===== src/design/fss_pkg.sv =====
`timescale 1ns / 1ps
`default_nettype none
package fss_pkg;

	localparam int MAX_PATTERN = 32;
	localparam int MAX_TEXT    = 1024;

	localparam int BYTE_W  = 8;
	localparam int FUNC_W  = 2;
	localparam int LEN_W   = $clog2(MAX_PATTERN + 1);
	localparam int POS_W   = $clog2(MAX_TEXT + 1);
	localparam int INDEX_W = 10;
	localparam int OUT_W   = 16;

	typedef logic [BYTE_W-1:0] byte_t;

	typedef enum logic [FUNC_W-1:0] {
		FUNC_START   = 2'd0,
		FUNC_PATTERN = 2'd1,
		FUNC_TEXT    = 2'd2,
		FUNC_END     = 2'd3
	} func_t;

	// Control broadcast to every cell of the chain.
	typedef struct packed {
		logic text_shift;
		logic pat_shift;
		logic pat_clear;
	} cell_ctrl_t;

endpackage
`default_nettype wire


===== src/design/fss_cell.sv =====
`timescale 1ns / 1ps
`default_nettype none
module fss_cell (
	input  wire                 clk,
	input  wire                 arst_n,
	input  wire fss_pkg::cell_ctrl_t ctrl,
	input  wire fss_pkg::byte_t      text_in,
	input  wire fss_pkg::byte_t      pat_in,
	input  wire                 valid_in,
	output fss_pkg::byte_t      text_out,
	output fss_pkg::byte_t      pat_out,
	output logic                valid_out,
	output logic                ok
);

	fss_pkg::byte_t text_q;
	fss_pkg::byte_t pat_q;
	logic           valid_q;

	always_ff @(posedge clk or negedge arst_n) begin
		if (!arst_n) begin
			text_q <= '0;
		end else if (ctrl.text_shift) begin
			text_q <= text_in;
		end
	end

	always_ff @(posedge clk) begin
		if (ctrl.pat_shift) begin
			pat_q <= pat_in;
		end
	end

	always_ff @(posedge clk or negedge arst_n) begin
		if (!arst_n) begin
			valid_q <= 1'b0;
		end else if (ctrl.pat_clear) begin
			valid_q <= 1'b0;
		end else if (ctrl.pat_shift) begin
			valid_q <= valid_in;
		end
	end

	// Compare the byte this cell will hold after the shift with its pattern byte.
	assign ok        = !valid_q || (text_in == pat_q);
	assign text_out  = text_q;
	assign pat_out   = pat_q;
	assign valid_out = valid_q;

endmodule
`default_nettype wire


===== src/design/first_substring_search_unit.sv =====
// Channel | Dir | tdata (low bit up)                    | tuser       | tlast
// s_      | in  | data_byte[7:0]                        | func[1:0]   | -
// m_      | out | found[0], match_index[10:1], 0[15:11]  | -           | -
//
// A word that completes a match or ends the text, while no verdict is out yet, loads
// the output register in that same cycle, set by the single compare across the
// 32-cell chain. s_tready drops only while a result waits and m_tready is low.
// Reset clears the text window, chain valid bits, counters and the output valid flag.
`timescale 1ns / 1ps
`default_nettype none
module first_substring_search_unit (
	input  wire                          clk,
	input  wire                          arst_n,
	input  wire                          s_tvalid,
	output logic                         s_tready,
	input  wire  [fss_pkg::BYTE_W-1:0]   s_tdata,  // data_byte[7:0]
	input  wire  [fss_pkg::FUNC_W-1:0]   s_tuser,  // func[1:0]
	output logic                         m_tvalid,
	input  wire                          m_tready,
	output logic [fss_pkg::OUT_W-1:0]    m_tdata   // found[0], match_index[10:1]
);

	localparam int PAD_W = fss_pkg::OUT_W - 1 - fss_pkg::INDEX_W;

	fss_pkg::func_t     func;
	fss_pkg::cell_ctrl_t ctrl;
	logic               accept;
	logic               pat_full;
	logic               text_ok;
	logic               all_ok;
	logic               hit_text;
	logic               end_emit;
	logic               emit;
	logic               found_d;
	logic [fss_pkg::INDEX_W-1:0] idx_d;
	logic [fss_pkg::POS_W-1:0]   pos_next;
	logic [fss_pkg::POS_W-1:0]   len_ext;
	logic [fss_pkg::POS_W-1:0]   pos_diff;

	logic [fss_pkg::LEN_W-1:0]   len_q;
	logic [fss_pkg::POS_W-1:0]   pos_q;
	logic                        given_q;
	logic                        out_valid_q;
	logic                        found_q;
	logic [fss_pkg::INDEX_W-1:0] idx_q;

	fss_pkg::byte_t text_chain [0:fss_pkg::MAX_PATTERN];
	fss_pkg::byte_t pat_chain  [0:fss_pkg::MAX_PATTERN];
	logic [fss_pkg::MAX_PATTERN:0]   valid_chain;
	logic [fss_pkg::MAX_PATTERN-1:0] cell_ok;

	assign func     = fss_pkg::func_t'(s_tuser);
	assign s_tready = !out_valid_q || m_tready;
	assign accept   = s_tvalid && s_tready;

	assign pat_full = (len_q == fss_pkg::LEN_W'(fss_pkg::MAX_PATTERN));
	assign text_ok  = accept && (func == fss_pkg::FUNC_TEXT) && !given_q
		&& (pos_q < fss_pkg::POS_W'(fss_pkg::MAX_TEXT));

	always_comb begin
		ctrl.text_shift = text_ok;
		ctrl.pat_shift  = accept && (func == fss_pkg::FUNC_PATTERN) && !pat_full;
		ctrl.pat_clear  = accept && (func == fss_pkg::FUNC_START);
	end

	assign text_chain[0]  = s_tdata;
	assign pat_chain[0]   = s_tdata;
	assign valid_chain[0] = 1'b1;

	genvar g;
	generate
		for (g = 0; g < fss_pkg::MAX_PATTERN; g++) begin : g_cell
			fss_cell u_cell (
				.clk       (clk),
				.arst_n    (arst_n),
				.ctrl      (ctrl),
				.text_in   (text_chain[g]),
				.pat_in    (pat_chain[g]),
				.valid_in  (valid_chain[g]),
				.text_out  (text_chain[g+1]),
				.pat_out   (pat_chain[g+1]),
				.valid_out (valid_chain[g+1]),
				.ok        (cell_ok[g])
			);
		end
	endgenerate

	assign all_ok   = &cell_ok;
	assign pos_next = pos_q + fss_pkg::POS_W'(1);
	assign len_ext  = {{(fss_pkg::POS_W - fss_pkg::LEN_W){1'b0}}, len_q};
	assign pos_diff = pos_next - len_ext;

	always_comb begin
		hit_text = text_ok && ((len_q == '0) || ((pos_next >= len_ext) && all_ok));
		end_emit = accept && (func == fss_pkg::FUNC_END) && !given_q;
		emit     = hit_text || end_emit;
		found_d  = hit_text || (len_q == '0);
		idx_d    = (hit_text && (len_q != '0)) ? pos_diff[fss_pkg::INDEX_W-1:0] : '0;
	end

	always_ff @(posedge clk or negedge arst_n) begin
		if (!arst_n) begin
			len_q   <= '0;
			pos_q   <= '0;
			given_q <= 1'b0;
		end else begin
			if (ctrl.pat_clear) begin
				len_q   <= '0;
				pos_q   <= '0;
				given_q <= 1'b0;
			end else begin
				if (ctrl.pat_shift) begin
					len_q <= len_q + fss_pkg::LEN_W'(1);
				end
				if (text_ok) begin
					pos_q <= pos_next;
				end
				if (emit) begin
					given_q <= 1'b1;
				end
			end
		end
	end

	// Hold the result until the sink takes it.
	always_ff @(posedge clk or negedge arst_n) begin
		if (!arst_n) begin
			out_valid_q <= 1'b0;
		end else if (emit) begin
			out_valid_q <= 1'b1;
		end else if (m_tready) begin
			out_valid_q <= 1'b0;
		end
	end

	always_ff @(posedge clk) begin
		if (emit) begin
			found_q <= found_d;
			idx_q   <= idx_d;
		end
	end

	assign m_tvalid = out_valid_q;
	assign m_tdata  = {{PAD_W{1'b0}}, idx_q, found_q};

endmodule
`default_nettype wire


===== config.mk =====
export PLATFORM = sky130hd
export DESIGN_NAME = first_substring_search_unit
export DESIGN_NICKNAME = d
export VERILOG_FILES = /design/src/design/fss_pkg.sv /design/src/design/fss_cell.sv /design/src/design/first_substring_search_unit.sv
export SDC_FILE = /design/constraint.sdc
export NUM_CORES = 1
export LEC_CHECK = 0
export BUFFER_PORTS_ARGS = -buffer_cell sky130_fd_sc_hd__buf_2
export CAP_MARGIN = 20
export CORE_MARGIN = 3
export CORE_UTILIZATION = 30
export CTS_CLUSTER_DIAMETER = 50
export DETAILED_ROUTE_END_ITERATION = 10
export PLACE_DENSITY = 0.46
export RECOVER_POWER = 25
export SYNTH_ARGS = -nofsm -noshare
export SYNTH_HDL_FRONTEND = slang
export SYNTH_SLANG_ARGS = --single-unit

===== constraint.sdc =====
create_clock -name clk -period 19.35 [get_ports clk]
set_input_delay 3.87 -clock clk [delete_from_list [all_inputs] [get_ports clk]]
set_output_delay 3.87 -clock clk [all_outputs]
set_load 0.005 [all_outputs]

==> qor.txt, run 1 <==
synth warn: 0
fin. max-slew vios: 82
total number of vias: 13,700
antenna cells: 0
P_leak: 0.0110 uW
clk_lat worst skew: 0.60 ns
Iteration-0 DRC Markers: 822
Core Area: 75,100 um2
overall die width: 282 um
I/O Buffers: 26
Int Pwr: 2220 uW
Final GP Congestion: 0.739
Tmin final: 8.29 ns
TNS Setup: 0 ns
Worst Setup End Kind: async pin
Yosys reg bits: 566
post-synthesis sequential area ratio: 67.6%
synthesized area: 22,900 um2
Setup Fix Bufs, Post-CTS: 0
Crit path max-delay family: buffers and inverters
crit-path max cell delay: 3.35 ns
nets@finish: 2,054
worst endpoint required time: 19.94 ns
Worst path slowest cell: clkbuf_1
Die H: 282 um
area of the multi-input gates: 7070 um2
gr usage total: 12.7%
Main synth FF type: dfrtp_1
Reg area: 15,500 um2
Net Sw Frac: 25.3%
top-area cell type share of the netlist area: 35.0%
area leader, netlist: edfxtp_1
asr flop ratio synth: 52.8%
Max Cap Violations: 1
final setup skew: 0.0242 ns
Fin. Hold Viols: 0
WS Path Type: input pin to async pin
status: finished with violations
Clk Tree Root Cell: clkbuf_16
Critical Path Start: arst_n
Hold Crit Class: register to register
Synth Area per Inst: 11.5 um2
H-Tree Depth: 3
io pins: 32
most area-consuming cells after synthesis: edfxtp_1, dfrtp_1, nand2_1
PostCTS Resize Cnt: 0
crit path cell chain: clkbuf_1, buf_12, buf_4
die area: 79,800 um2
Worst Path Max Fanout: 156
FMAX: 121 MHz
initial antenna violation count: 0
WP buf/inv: 3
Syn Inst Count: 1,995
CTS tree: done
Antenna Nets Post-Route: 0
Reg clk slew, reported paths: 0.06 ns
Hold Path Origin: g_cell[16].u_cell.pat_out[2]$_DFFE_PP_
reg2reg start: len_q[1]$_DFFE_PN0P_
vias in the first global route: 14,700
grt total ovfl: 0
area growth from synthesis to layout: 14.9%
post-DP HPWL: 28,300 um
Peak VDD IR: 61.2 uV
combinational share of power: 10.3%
Residual DRC: 0
Initial Util: 30.5%
Pre-antenna DRT Iters: 7
final clock period utilization by the worst path: 42.8%
CP startpoint kind: input pin
Cell Rows: 100
Vias/cell: 4.49
actual slew at the worst max-slew pin: 4.88 ns
Switch Pwr: 753 uW
synth unique cells: 48
relative max-transition margin: -225%
total power: 2980 uW
final setup fails: 0
Pwr Density: 113 nW/um2
first-pass GRT wire length: 80,900 um
Post-synth EDFFs: 267
register share of total power: 47.4%
clk sinks: 566
Routed WL per cell: 16.1 um
RSZ-0062 raised after global routing: false
Total Wirelength: 49,100 um
CTS buffer count: 66
Max Root-Sink Buffers: 3
Clock Power Share: 42.3%
failing checks: capacitance limit, slew limit
Hold-fix buffers, CTS: 0
share of layout cells above drive strength 1: 7.11%
largest net degree at the start of global routing: 197
WP data arrival: 8.88 ns
fillers: 7,545
cell type report:
cell class / count / share of cell area [%]
sequential: 566 / 58.8
timing repair buffer: 37 / 0.983
clock inverter: 22 / 1.09
multi-input combinational: 1345 / 26.9
clock buffer: 99 / 7.40
tap: 969 / 4.60
inverter: 14 / 0.228
cell usage after synthesis, types with 2 or more instances:
| cell type | count |
|---|---|
| buf_1 | 9 |
| nor2_1 | 8 |
| inv_1 | 12 |
| buf_4 | 6 |
| dfrtp_1 | 299 |
| nor2b_1 | 2 |
| inv_2 | 2 |
| and4_1 | 2 |
| buf_2 | 19 |
| nor3_1 | 4 |
| o31ai_1 | 2 |
| a22o_1 | 5 |
| o21ai_0 | 28 |
| nand4_1 | 75 |
| ha_1 | 9 |
| xnor2_2 | 2 |
| nand3_2 | 2 |
| nand2_1 | 833 |
| o21ai_1 | 24 |
| edfxtp_1 | 267 |
| and3_1 | 2 |
| or3_1 | 2 |
| xnor2_1 | 265 |
| nor3b_1 | 2 |
| nand3_1 | 39 |
| and2_1 | 2 |
| nor3_2 | 6 |
| xor2_1 | 5 |
| a21oi_1 | 5 |
| clkbuf_1 | 39 |
metal layers:
| layer | GRT usage [%] | vias up | wire [um] |
|---|---|---|---|
| met5 | 0 | - | 0 |
| met2 | 20.8 | 189 | 22900 |
| met4 | 3.10 | 0 | 897 |
| met3 | 2.51 | 74 | 1670 |
| li1 | - | 6664 | - |
| met1 | 17.3 | 6774 | 23600 |
sequential cells by signal, summed over array words and instances (netlist names):
| name | cells |
|---|---|
| found_q | 1 |
| g_cell.u_cell.pat_out | 256 |
| g_cell.u_cell.text_out | 248 |
| g_cell.u_cell.valid_out | 32 |
| given_q | 1 |
| idx_q | 10 |
| len_q | 6 |
| m_tvalid | 1 |
| pos_q | 11 |
worst register-to-register path: cells and delay by family, from the launching register on:
family / cells / cell delay (ns)
buffers and inverters: 5 / 1.85
AND/OR/NAND/NOR: 3 / 0.82
adder cells (fa/ha/maj): 1 / 0.17
flip-flops: 1 / 0.39
power by group through the flow:
stage	Sequential [uW]	Combinational, uW	Clock, uW
5_1_grt	1420	348	1350
4_1_cts	1410	314	1300
2_1_floorplan	1420	224	0
6_report	1410	306	1260
3_3_place_gp	1430	309	0
3_5_place_dp	1440	311	0
cells by family after synthesis:
family,Yosys count,synth area share (%)
buf+inv,88,1.68
other cells,1,0.0164
simple gates,987,17.9
fa+ha+maj,10,0.578
xor+xnor,272,10.5
compound gates,71,1.74
flops,566,67.6
cells in the final DEF (no fill, tap or decap), types with 5 or more instances in the layout:
cell and instances:
nand2_1 833, dfrtp_1 299, edfxtp_1 267, xnor2_1 265
nand4_1 75, clkbuf_16 69, nand3_1 38, o21ai_0 28
clkbuf_1 28, o21ai_1 24, buf_2 17, inv_1 12
clkbuf_8 11, ha_1 9, nor2_1 8, nor3_2 7
buf_4 7, clkinv_2 6, xor2_1 5, a21oi_1 5
a22o_1 5, conb_1 5, bufinv_16 5
path summary, 6_finish.rpt:
path | endpoint | slack (ns) | cells after the start
min in group asynchronous | g_cell[30].u_cell.text_out[7]$_DFFE_PN0P_ | 5.07 | 1
hold / removal | g_cell[17].u_cell.pat_out[2]$_DFFE_PP_ | 0.46 | 0
setup / recovery | g_cell[10].u_cell.text_out[4]$_DFFE_PN0P_ | 11.06 | 3
hold reg to reg | g_cell[17].u_cell.pat_out[2]$_DFFE_PP_ | 0.46 | 0
max in group clk | s_tready | 11.12 | 4
setup reg to reg | g_cell[15].u_cell.pat_out[2]$_DFFE_PP_ | 15.72 | 9
per-stage QoR:
step | hold slack, ns | area, um2 | instances | setup WS, ns | util, %
detailed placement | 0.456 | 24100 | 2929 | 11.12 | 32.1
floorplan | 0.449 | 22900 | 1999 | 6.99 | -
global placement | 0.453 | 24100 | 2929 | 11.10 | 32.1
finish | 0.459 | 26300 | 3052 | 11.06 | 35.1
global route | 0.469 | 26300 | 3052 | 10.0 | 35.1
CTS | 0.455 | 26300 | 3050 | 11.11 | 35.1
Note: power is estimated with default switching activity, not from simulation.
==> inputs of run 2 (changes only) <==
--- a/config.mk
+++ b/config.mk
@@ -5,13 +5,14 @@
 export SDC_FILE = /design/constraint.sdc
 export NUM_CORES = 1
 export LEC_CHECK = 0
+export ABC_AREA = 1
 export BUFFER_PORTS_ARGS = -buffer_cell sky130_fd_sc_hd__buf_2
 export CAP_MARGIN = 20
 export CORE_MARGIN = 3
 export CORE_UTILIZATION = 30
 export CTS_CLUSTER_DIAMETER = 50
 export DETAILED_ROUTE_END_ITERATION = 10
-export PLACE_DENSITY = 0.46
+export PLACE_DENSITY = 0.47
 export RECOVER_POWER = 25
 export SYNTH_ARGS = -nofsm -noshare
 export SYNTH_HDL_FRONTEND = slang
==> constraint.sdc (replaced) <==
create_clock -name clk -period 7.62 [get_ports clk]
set_input_delay 1.524 -clock clk [delete_from_list [all_inputs] [get_ports clk]]
set_output_delay 1.524 -clock clk [all_outputs]
set_load 0.005 [all_outputs]
==> run 2 against run 1 <==
The flow still finishes with violations (capacitance limit, slew limit); clock-buffer cell count is 5 lower; via count fell by 0.66%; utilization grew 0.056 points; sequential power grew to 3.2 times the previous value; cell count is 5.3% higher; sequential cell count unchanged; hold slack better by 0.0061 ns; total power grew to 3.3 times the previous value.
==> qor.txt, run 2 <==
CP startpoint kind: input pin
count leader, synth: nand2_1
io pins: 32 (unchanged)
vias in the first global route: 14,500 (-1.2%)
Int Pwr: 6780 uW (+200%)
Max Cap Violations: 1 (unchanged)
most common cell after layout, fill and taps aside: nand2_1
crit-path max cell delay: 2.16 ns (-1.19 ns)
synthesized area: 23,200 um2 (+1.0%)
antenna cells: 0 (unchanged)
Fin. Hold Viols: 0 (unchanged)
most common library cells after synthesis: nand2_1, dfrtp_1, edfxtp_1, o21ai_0, xnor2_1
non-filler instance count after layout: 3,214 (+5.3%)
asr flop ratio synth: 52.8% (unchanged)
synth unique cells: 34 (-29%)
Max Root-Sink Buffers: 3 (unchanged)
first-pass GRT wire length: 76,000 um (-6.0%)
Post-synth EDFFs: 267 (unchanged)
gr usage total: 11.5% (-1.2 points)
CTS tree: done
most frequent cells in the layout: nand2_1, dfrtp_1, edfxtp_1, o21ai_0, xnor2_1
Worst Path Max Fanout: 117 (-25%)
Iteration-0 DRC Markers: 679 (-17%)
WS Path Type: input pin to async pin
Largest register FFs: 256 (unchanged)
die area: 80,600 um2 (+1.0%)
P_leak: 0.0105 uW (-4.8%)
clk sinks: 566 (unchanged)
TNS Setup: 0 ns (unchanged)
share of layout cells above drive strength 1: 7.37% (+0.27 points)
fin. max-slew vios: 118 (+44%)
top-area cell type share of the netlist area: 34.6% (-0.35 points)
total number of vias: 13,600 (-0.66%)
worst endpoint required time: 8.22 ns (-11.72 ns)
Clk Tree Root Cell: clkbuf_16
WP buf/inv: 2 (-1)
Cells after DPL: 3,086 (+5.4%)
flop2flop setup slack: 4.07 ns (-11.65 ns)
final setup skew: 0.0199 ns (-0.00422 ns)
status: finished with violations
Hold Crit Class: register to register
actual slew at the worst max-slew pin: 3.30 ns (-1.58 ns)
Pwr Density: 361 nW/um2 (+220%)
Hold-fix buffers, CTS: 0 (unchanged)
Main synth FF type: dfrtp_1
RSZ-0062 raised after global routing: false
Crit path max-delay family: buffers and inverters
Switch Pwr: 2900 uW (+280%)
Reg clk slew, reported paths: 0.06 ns (about the same)
Routed WL per cell: 14.0 um (-13%)
FMAX: 231 MHz
most area-consuming cells after synthesis: edfxtp_1, dfrtp_1, xnor2_1
largest net degree at the start of global routing: 204 (+3.6%)
relative max-transition margin: -120% (+110 points)
Final GP Congestion: 0.730 (-1.2%)
Yosys reg bits: 566 (unchanged)
clk_lat worst skew: 0.60 ns (about the same)
Peak VDD IR: 169 uV (+180%)
Syn Inst Count: 2,084 (+4.5%)
Net Sw Frac: 29.9% (+4.7 points)
Die H: 284 um (+0.50%)
Pre-antenna DRT Iters: 5 (-2)
synth warn: 0 (unchanged)
WP data arrival: 4.94 ns (-3.94 ns)
final clock period utilization by the worst path: 56.9%
Tmin final: 4.34 ns
CTS buffer count: 69 (+4.5%)
combinational share of power: 19.4% (+9.1 points)
Worst Setup End Kind: async pin
Worst path slowest cell: clkbuf_2
nets@finish: 2,151 (+4.7%)
Core Area: 76,200 um2 (+1.5%)
Vias/cell: 4.23 (-5.7%)
initial antenna violation count: 0 (unchanged)
I/O Buffers: 26 (unchanged)
area leader, netlist: edfxtp_1
Cell Rows: 101 (+1.0%)
overall die width: 284 um (+0.50%)
PostCTS Resize Cnt: 0 (unchanged)
register share of total power: 46.4% (-1.0 points)
Residual DRC: 0 (unchanged)
H-Tree Depth: 3 (unchanged)
Synth Area per Inst: 11.1 um2 (-3.3%)
final setup fails: 0 (unchanged)
area growth from synthesis to layout: 15.6%
post-DP HPWL: 26,500 um (-6.1%)
crit path cell chain: clkbuf_2, buf_4
Total Wirelength: 44,900 um (-8.6%)
Antenna Nets Post-Route: 0 (unchanged)
post-synthesis sequential area ratio: 66.9% (-0.68 points)
grt total ovfl: 0 (unchanged)
failing checks: capacitance limit, slew limit
Setup Fix Bufs, Post-CTS: 0 (unchanged)
Clock Power Share: 34.2% (-8.1 points)
Initial Util: 30.4% (-0.15 points)
## run 2: stage by stage
stage	area (um2)	hold WS, ns	total power [uW]	worst slack, ns	utilization (%)
floorplan	23200	0.449	5940	1.29	-
global placement	24500	0.452	6430	3.01	32.1
detailed placement	24500	0.457	6470	3.06	32.1
CTS	26800	0.455	9860	3.72	35.2
global route	26800	0.470	10400	2.66	35.1
finish	26800	0.465	9680	3.28	35.1
## run 2: path summary, 6_finish.rpt
kind                                                             start                                        end  cells past startpoint
worst min-delay path            g_cell[17].u_cell.pat_out[2]$_DFFE_PP_     g_cell[18].u_cell.pat_out[2]$_DFFE_PP_                      0
worst min register to register  g_cell[17].u_cell.pat_out[2]$_DFFE_PP_     g_cell[18].u_cell.pat_out[2]$_DFFE_PP_                      0
max in group clk                                              m_tready     g_cell[14].u_cell.pat_out[6]$_DFFE_PP_                     10
worst max-delay path                                            arst_n  g_cell[15].u_cell.text_out[2]$_DFFE_PN0P_                      2
min in group asynchronous                                       arst_n  g_cell[21].u_cell.text_out[1]$_DFFE_PN0P_                      1
worst max register to register                    len_q[0]$_DFFE_PN0P_     g_cell[14].u_cell.pat_out[6]$_DFFE_PP_                     10
## run 2: area by class of cell
class                   instances  area, um2
clock inverters                34        392
multi-input cells            1248       6630
well taps                    1030       1290
inverters                     206        782
repair buffers                 36        233
clock buffers                  94       1950
flip-flops and latches        566      15500
fillers                      7628      49400
## run 2: kinds of logic after synthesis
kind of cell | Yosys count | synth area share, %
simple gates | 679 | 11.5
flops | 566 | 66.9
compound gates | 299 | 6.73
buf+inv | 274 | 4.56
xor+xnor | 255 | 9.71
fa+ha+maj | 10 | 0.573
other cells | 1 | 0.0162
## run 2: metal layers
metal  wire [um]  share of wire (%)  vias up  global-route usage [%]
met5           0                  0        -                       0
met4         868                1.9        0                    2.95
met3        1400                3.1       67                    2.54
met2       21900                 49      137                    19.7
met1       20700                 46     6597                    14.7
li1            -                  -     6810                       -
## run 2: power groups by stage
| stage | clock network, uW | logic (uW) | registers (uW) |
|---|---|---|---|
| 4_1_cts | 3420 | 1940 | 4500 |
| 3_5_place_dp | 0 | 1920 | 4560 |
| 6_report | 3310 | 1880 | 4490 |
| 3_3_place_gp | 0 | 1890 | 4530 |
| 5_1_grt | 3550 | 2220 | 4600 |
| 2_1_floorplan | 0 | 1510 | 4430 |
==> inputs of run 3 (changes only) <==
--- a/config.mk
+++ b/config.mk
@@ -12,7 +12,7 @@
 export CORE_UTILIZATION = 30
 export CTS_CLUSTER_DIAMETER = 50
 export DETAILED_ROUTE_END_ITERATION = 10
-export PLACE_DENSITY = 0.47
+export PLACE_DENSITY = 0.46
 export RECOVER_POWER = 25
 export SYNTH_ARGS = -nofsm -noshare
 export SYNTH_HDL_FRONTEND = slang
==> constraint.sdc (replaced) <==
create_clock -name clk -period 4.5 [get_ports clk]
set_input_delay 0.9 -clock clk [delete_from_list [all_inputs] [get_ports clk]]
set_output_delay 0.9 -clock clk [all_outputs]
set_load 0.005 [all_outputs]
==> run 3 against run 2 <==
The run still ends with capacitance limit, slew limit left; non-clock buffer count is 7 higher; critical path depth is 15 higher; first-iteration DRC count is 4.0% higher; hold slack worse by 0.0039 ns; largest power group unchanged; highest routed layer unchanged.
==> qor.txt, run 3 (synthesis results as in run 2) <==
Max Cap Violations: 1 (unchanged)
final hold slack: 0.461 ns (-0.00395 ns)
gr usage total: 11.7% (+0.19 points)
grt total ovfl: 0 (unchanged)
Total Wirelength: 45,400 um (+1.3%)
antenna cells: 0 (unchanged)
P_leak: 0.0105 uW (+0.16%)
Worst Setup End Kind: register
fin. max-slew vios: 102 (-14%)
Hold-fix buffers, CTS: 0 (unchanged)
overall die width: 284 um (unchanged)
CTS buffer count: 69 (unchanged)
area growth from synthesis to layout: 15.8%
PostCTS Resize Cnt: 0 (unchanged)
most frequent cells in the layout: nand2_1, dfrtp_1, edfxtp_1, o21ai_0, xnor2_1
final setup fails: 0 (unchanged)
Largest register FFs: 256 (unchanged)
share of layout cells above drive strength 1: 7.58% (+0.20 points)
Peak VDD IR: 279 uV (+65%)
Residual DRC: 0 (unchanged)
initial antenna violation count: 0 (unchanged)
Antenna Nets Post-Route: 0 (unchanged)
WS Path Type: register to register
Reg clk slew, reported paths: 0.06 ns (about the same)
worst endpoint required time: 4.74 ns (-3.48 ns)
post-DP HPWL: 27,800 um (+4.6%)
Fin. Hold Viols: 0 (unchanged)
actual slew at the worst max-slew pin: 3.01 ns (-0.283 ns)
final clock period utilization by the worst path: 70.0%
crit path cell chain: ha_1, nand3_2, xor2_1, inv_1, ha_1, nand2_1, inv_1, a21oi_1, nor2_1, nor2_4, nand3_2, nor2_1, nand2_1, nand3_2, nand2_2, nand2_2, nand2_1
Pwr Density: 608 nW/um2 (+68%)
final setup skew: 0.0192 ns (-0.000701 ns)
Die H: 284 um (unchanged)
I/O Buffers: 26 (unchanged)
Clk Tree Root Cell: clkbuf_16
Hold Path Origin: g_cell[16].u_cell.pat_out[2]$_DFFE_PP_
Worst Path Max Fanout: 11 (-91%)
Pre-antenna DRT Iters: 5 (unchanged)
FMAX: 317 MHz
flop2flop setup slack: 1.35 ns (-2.72 ns)
Vias/cell: 4.24 (+0.17%)
most common cell after layout, fill and taps aside: nand2_1
CTS tree: done
FF-to-FF End: idx_q[1]$_SDFFCE_PN0P_
status: finished with violations
Cell Rows: 101 (unchanged)
CP startpoint kind: register
Max Root-Sink Buffers: 3 (unchanged)
failing checks: capacitance limit, slew limit
first-pass GRT wire length: 77,200 um (+1.6%)
Hold Crit Endpoint: g_cell[17].u_cell.pat_out[2]$_DFFE_PP_
RSZ-0062 raised after global routing: false
Hold Crit Class: register to register
Final GP Congestion: 0.738 (+1.1%)
R2R depth: 17 (+7)
die area: 80,600 um2 (unchanged)
Cells on Worst Hold Path: 0 (unchanged)
dpl ws: 1.34 ns (-1.73 ns)
clk_lat worst skew: 0.61 ns (about the same)
Initial Util: 30.4% (unchanged)
nets@finish: 2,158 (+0.33%)
largest net degree at the start of global routing: 187 (-8.3%)
Core Area: 76,200 um2 (unchanged)
reg2reg start: pos_q[0]$_DFFE_PN0P_
WP data arrival: 3.39 ns (-1.55 ns)
Setup Fix Bufs, Post-CTS: 0 (unchanged)
Crit path max-delay family: simple AND/OR/NAND/NOR gates
clk sinks: 566 (unchanged)
Tmin final: 3.15 ns
vias in the first global route: 14,700 (+1.3%)
crit-path max cell delay: 0.42 ns (-1.74 ns)
WP buf/inv: 2 (unchanged)
total number of vias: 13,700 (+0.39%)
H-Tree Depth: 3 (unchanged)
Iteration-0 DRC Markers: 706 (+4.0%)
final worst setup slack: 1.35 ns (-1.94 ns)
Routed WL per cell: 14.1 um (+1.0%)
Worst path slowest cell: dfrtp_1
relative max-transition margin: -101% (+19 points)
io pins: 32 (unchanged)
[run 3: changes by cell type in the layout (fill, tap and decap cells not counted), moves of 2 or more]
cell / change
clkbuf_1: +6
buf_12: +2
nand2_1: -2
clkbuf_8: -3
inv_1: -2
clkinv_4: +2
inv_6: +3
buf_4: +5
clkinv_2: -5
[run 3: final cells by class]
cell class | count | area (um2)
fill | 7581 | 49400
multi-input combinational | 1248 | 6640
inverter | 206 | 795
clock buffer | 97 | 1930
tap | 1030 | 1290
clock inverter | 31 | 352
sequential | 566 | 15500
timing repair buffer | 43 | 310
[run 3: where the power goes]
part	internal (uW)	total [uW]	switching, uW
Sequential	6650	7600	955
Combinational	1470	3200	1740
Clock	3290	5510	2230
[run 3: layer usage]
| metal | part of all wire (%) | routed length, um | track usage [%] | up-vias |
|---|---|---|---|---|
| met5 | 0 | 0 | 0 | - |
| li1 | - | - | - | 6829 |
| met3 | 2.8 | 1270 | 2.40 | 80 |
| met1 | 46 | 21100 | 15.0 | 6630 |
| met2 | 48 | 22000 | 20.0 | 125 |
| met4 | 2.3 | 1020 | 3.37 | 0 |
[run 3: worst max-delay path by stage]
stage	start	end	depth (start not counted)
final	pos_q[0]$_DFFE_PN0P_	idx_q[1]$_SDFFCE_PN0P_	17
after global routing	arst_n	g_cell[15].u_cell.text_out[3]$_DFFE_PN0P_	2
after global placement	pos_q[0]$_DFFE_PN0P_	idx_q[1]$_SDFFCE_PN0P_	17
after floorplan	m_tready	g_cell[10].u_cell.valid_out$_DFFE_PN0P_	10
after CTS	pos_q[0]$_DFFE_PN0P_	idx_q[8]$_SDFFCE_PN0P_	17
after detailed placement	pos_q[0]$_DFFE_PN0P_	idx_q[2]$_SDFFCE_PN0P_	17
[run 3: worst reg2reg max path, cell delays in order, from the launching register on]
cell	delay (ns)
dfrtp_1	0.42
ha_1	0.26
nand3_2	0.12
xor2_1	0.19
inv_1	0.07
ha_1	0.33
nand2_1	0.08
inv_1	0.06
a21oi_1	0.07
nor2_1	0.29
nor2_4	0.06
nand3_2	0.08
nor2_1	0.04
nand2_1	0.07
nand3_2	0.08
nand2_2	0.11
nand2_2	0.09
nand2_1	0.37
[run 3: stage by stage]
| stage | power [uW] | util, % | instances | TNS, ns | cell area, um2 |
|---|---|---|---|---|---|
| global route | 17500 | 35.2 | 3221 | 0 | 26800 |
| CTS | 16600 | 35.2 | 3221 | 0 | 26800 |
| detailed placement | 11000 | 32.2 | 3093 | 0 | 24600 |
| global placement | 10900 | 32.2 | 3093 | 0 | 24600 |
| floorplan | 10100 | - | 2088 | -278.58 | 23200 |
| finish | 16300 | 35.2 | 3221 | 0 | 26800 |
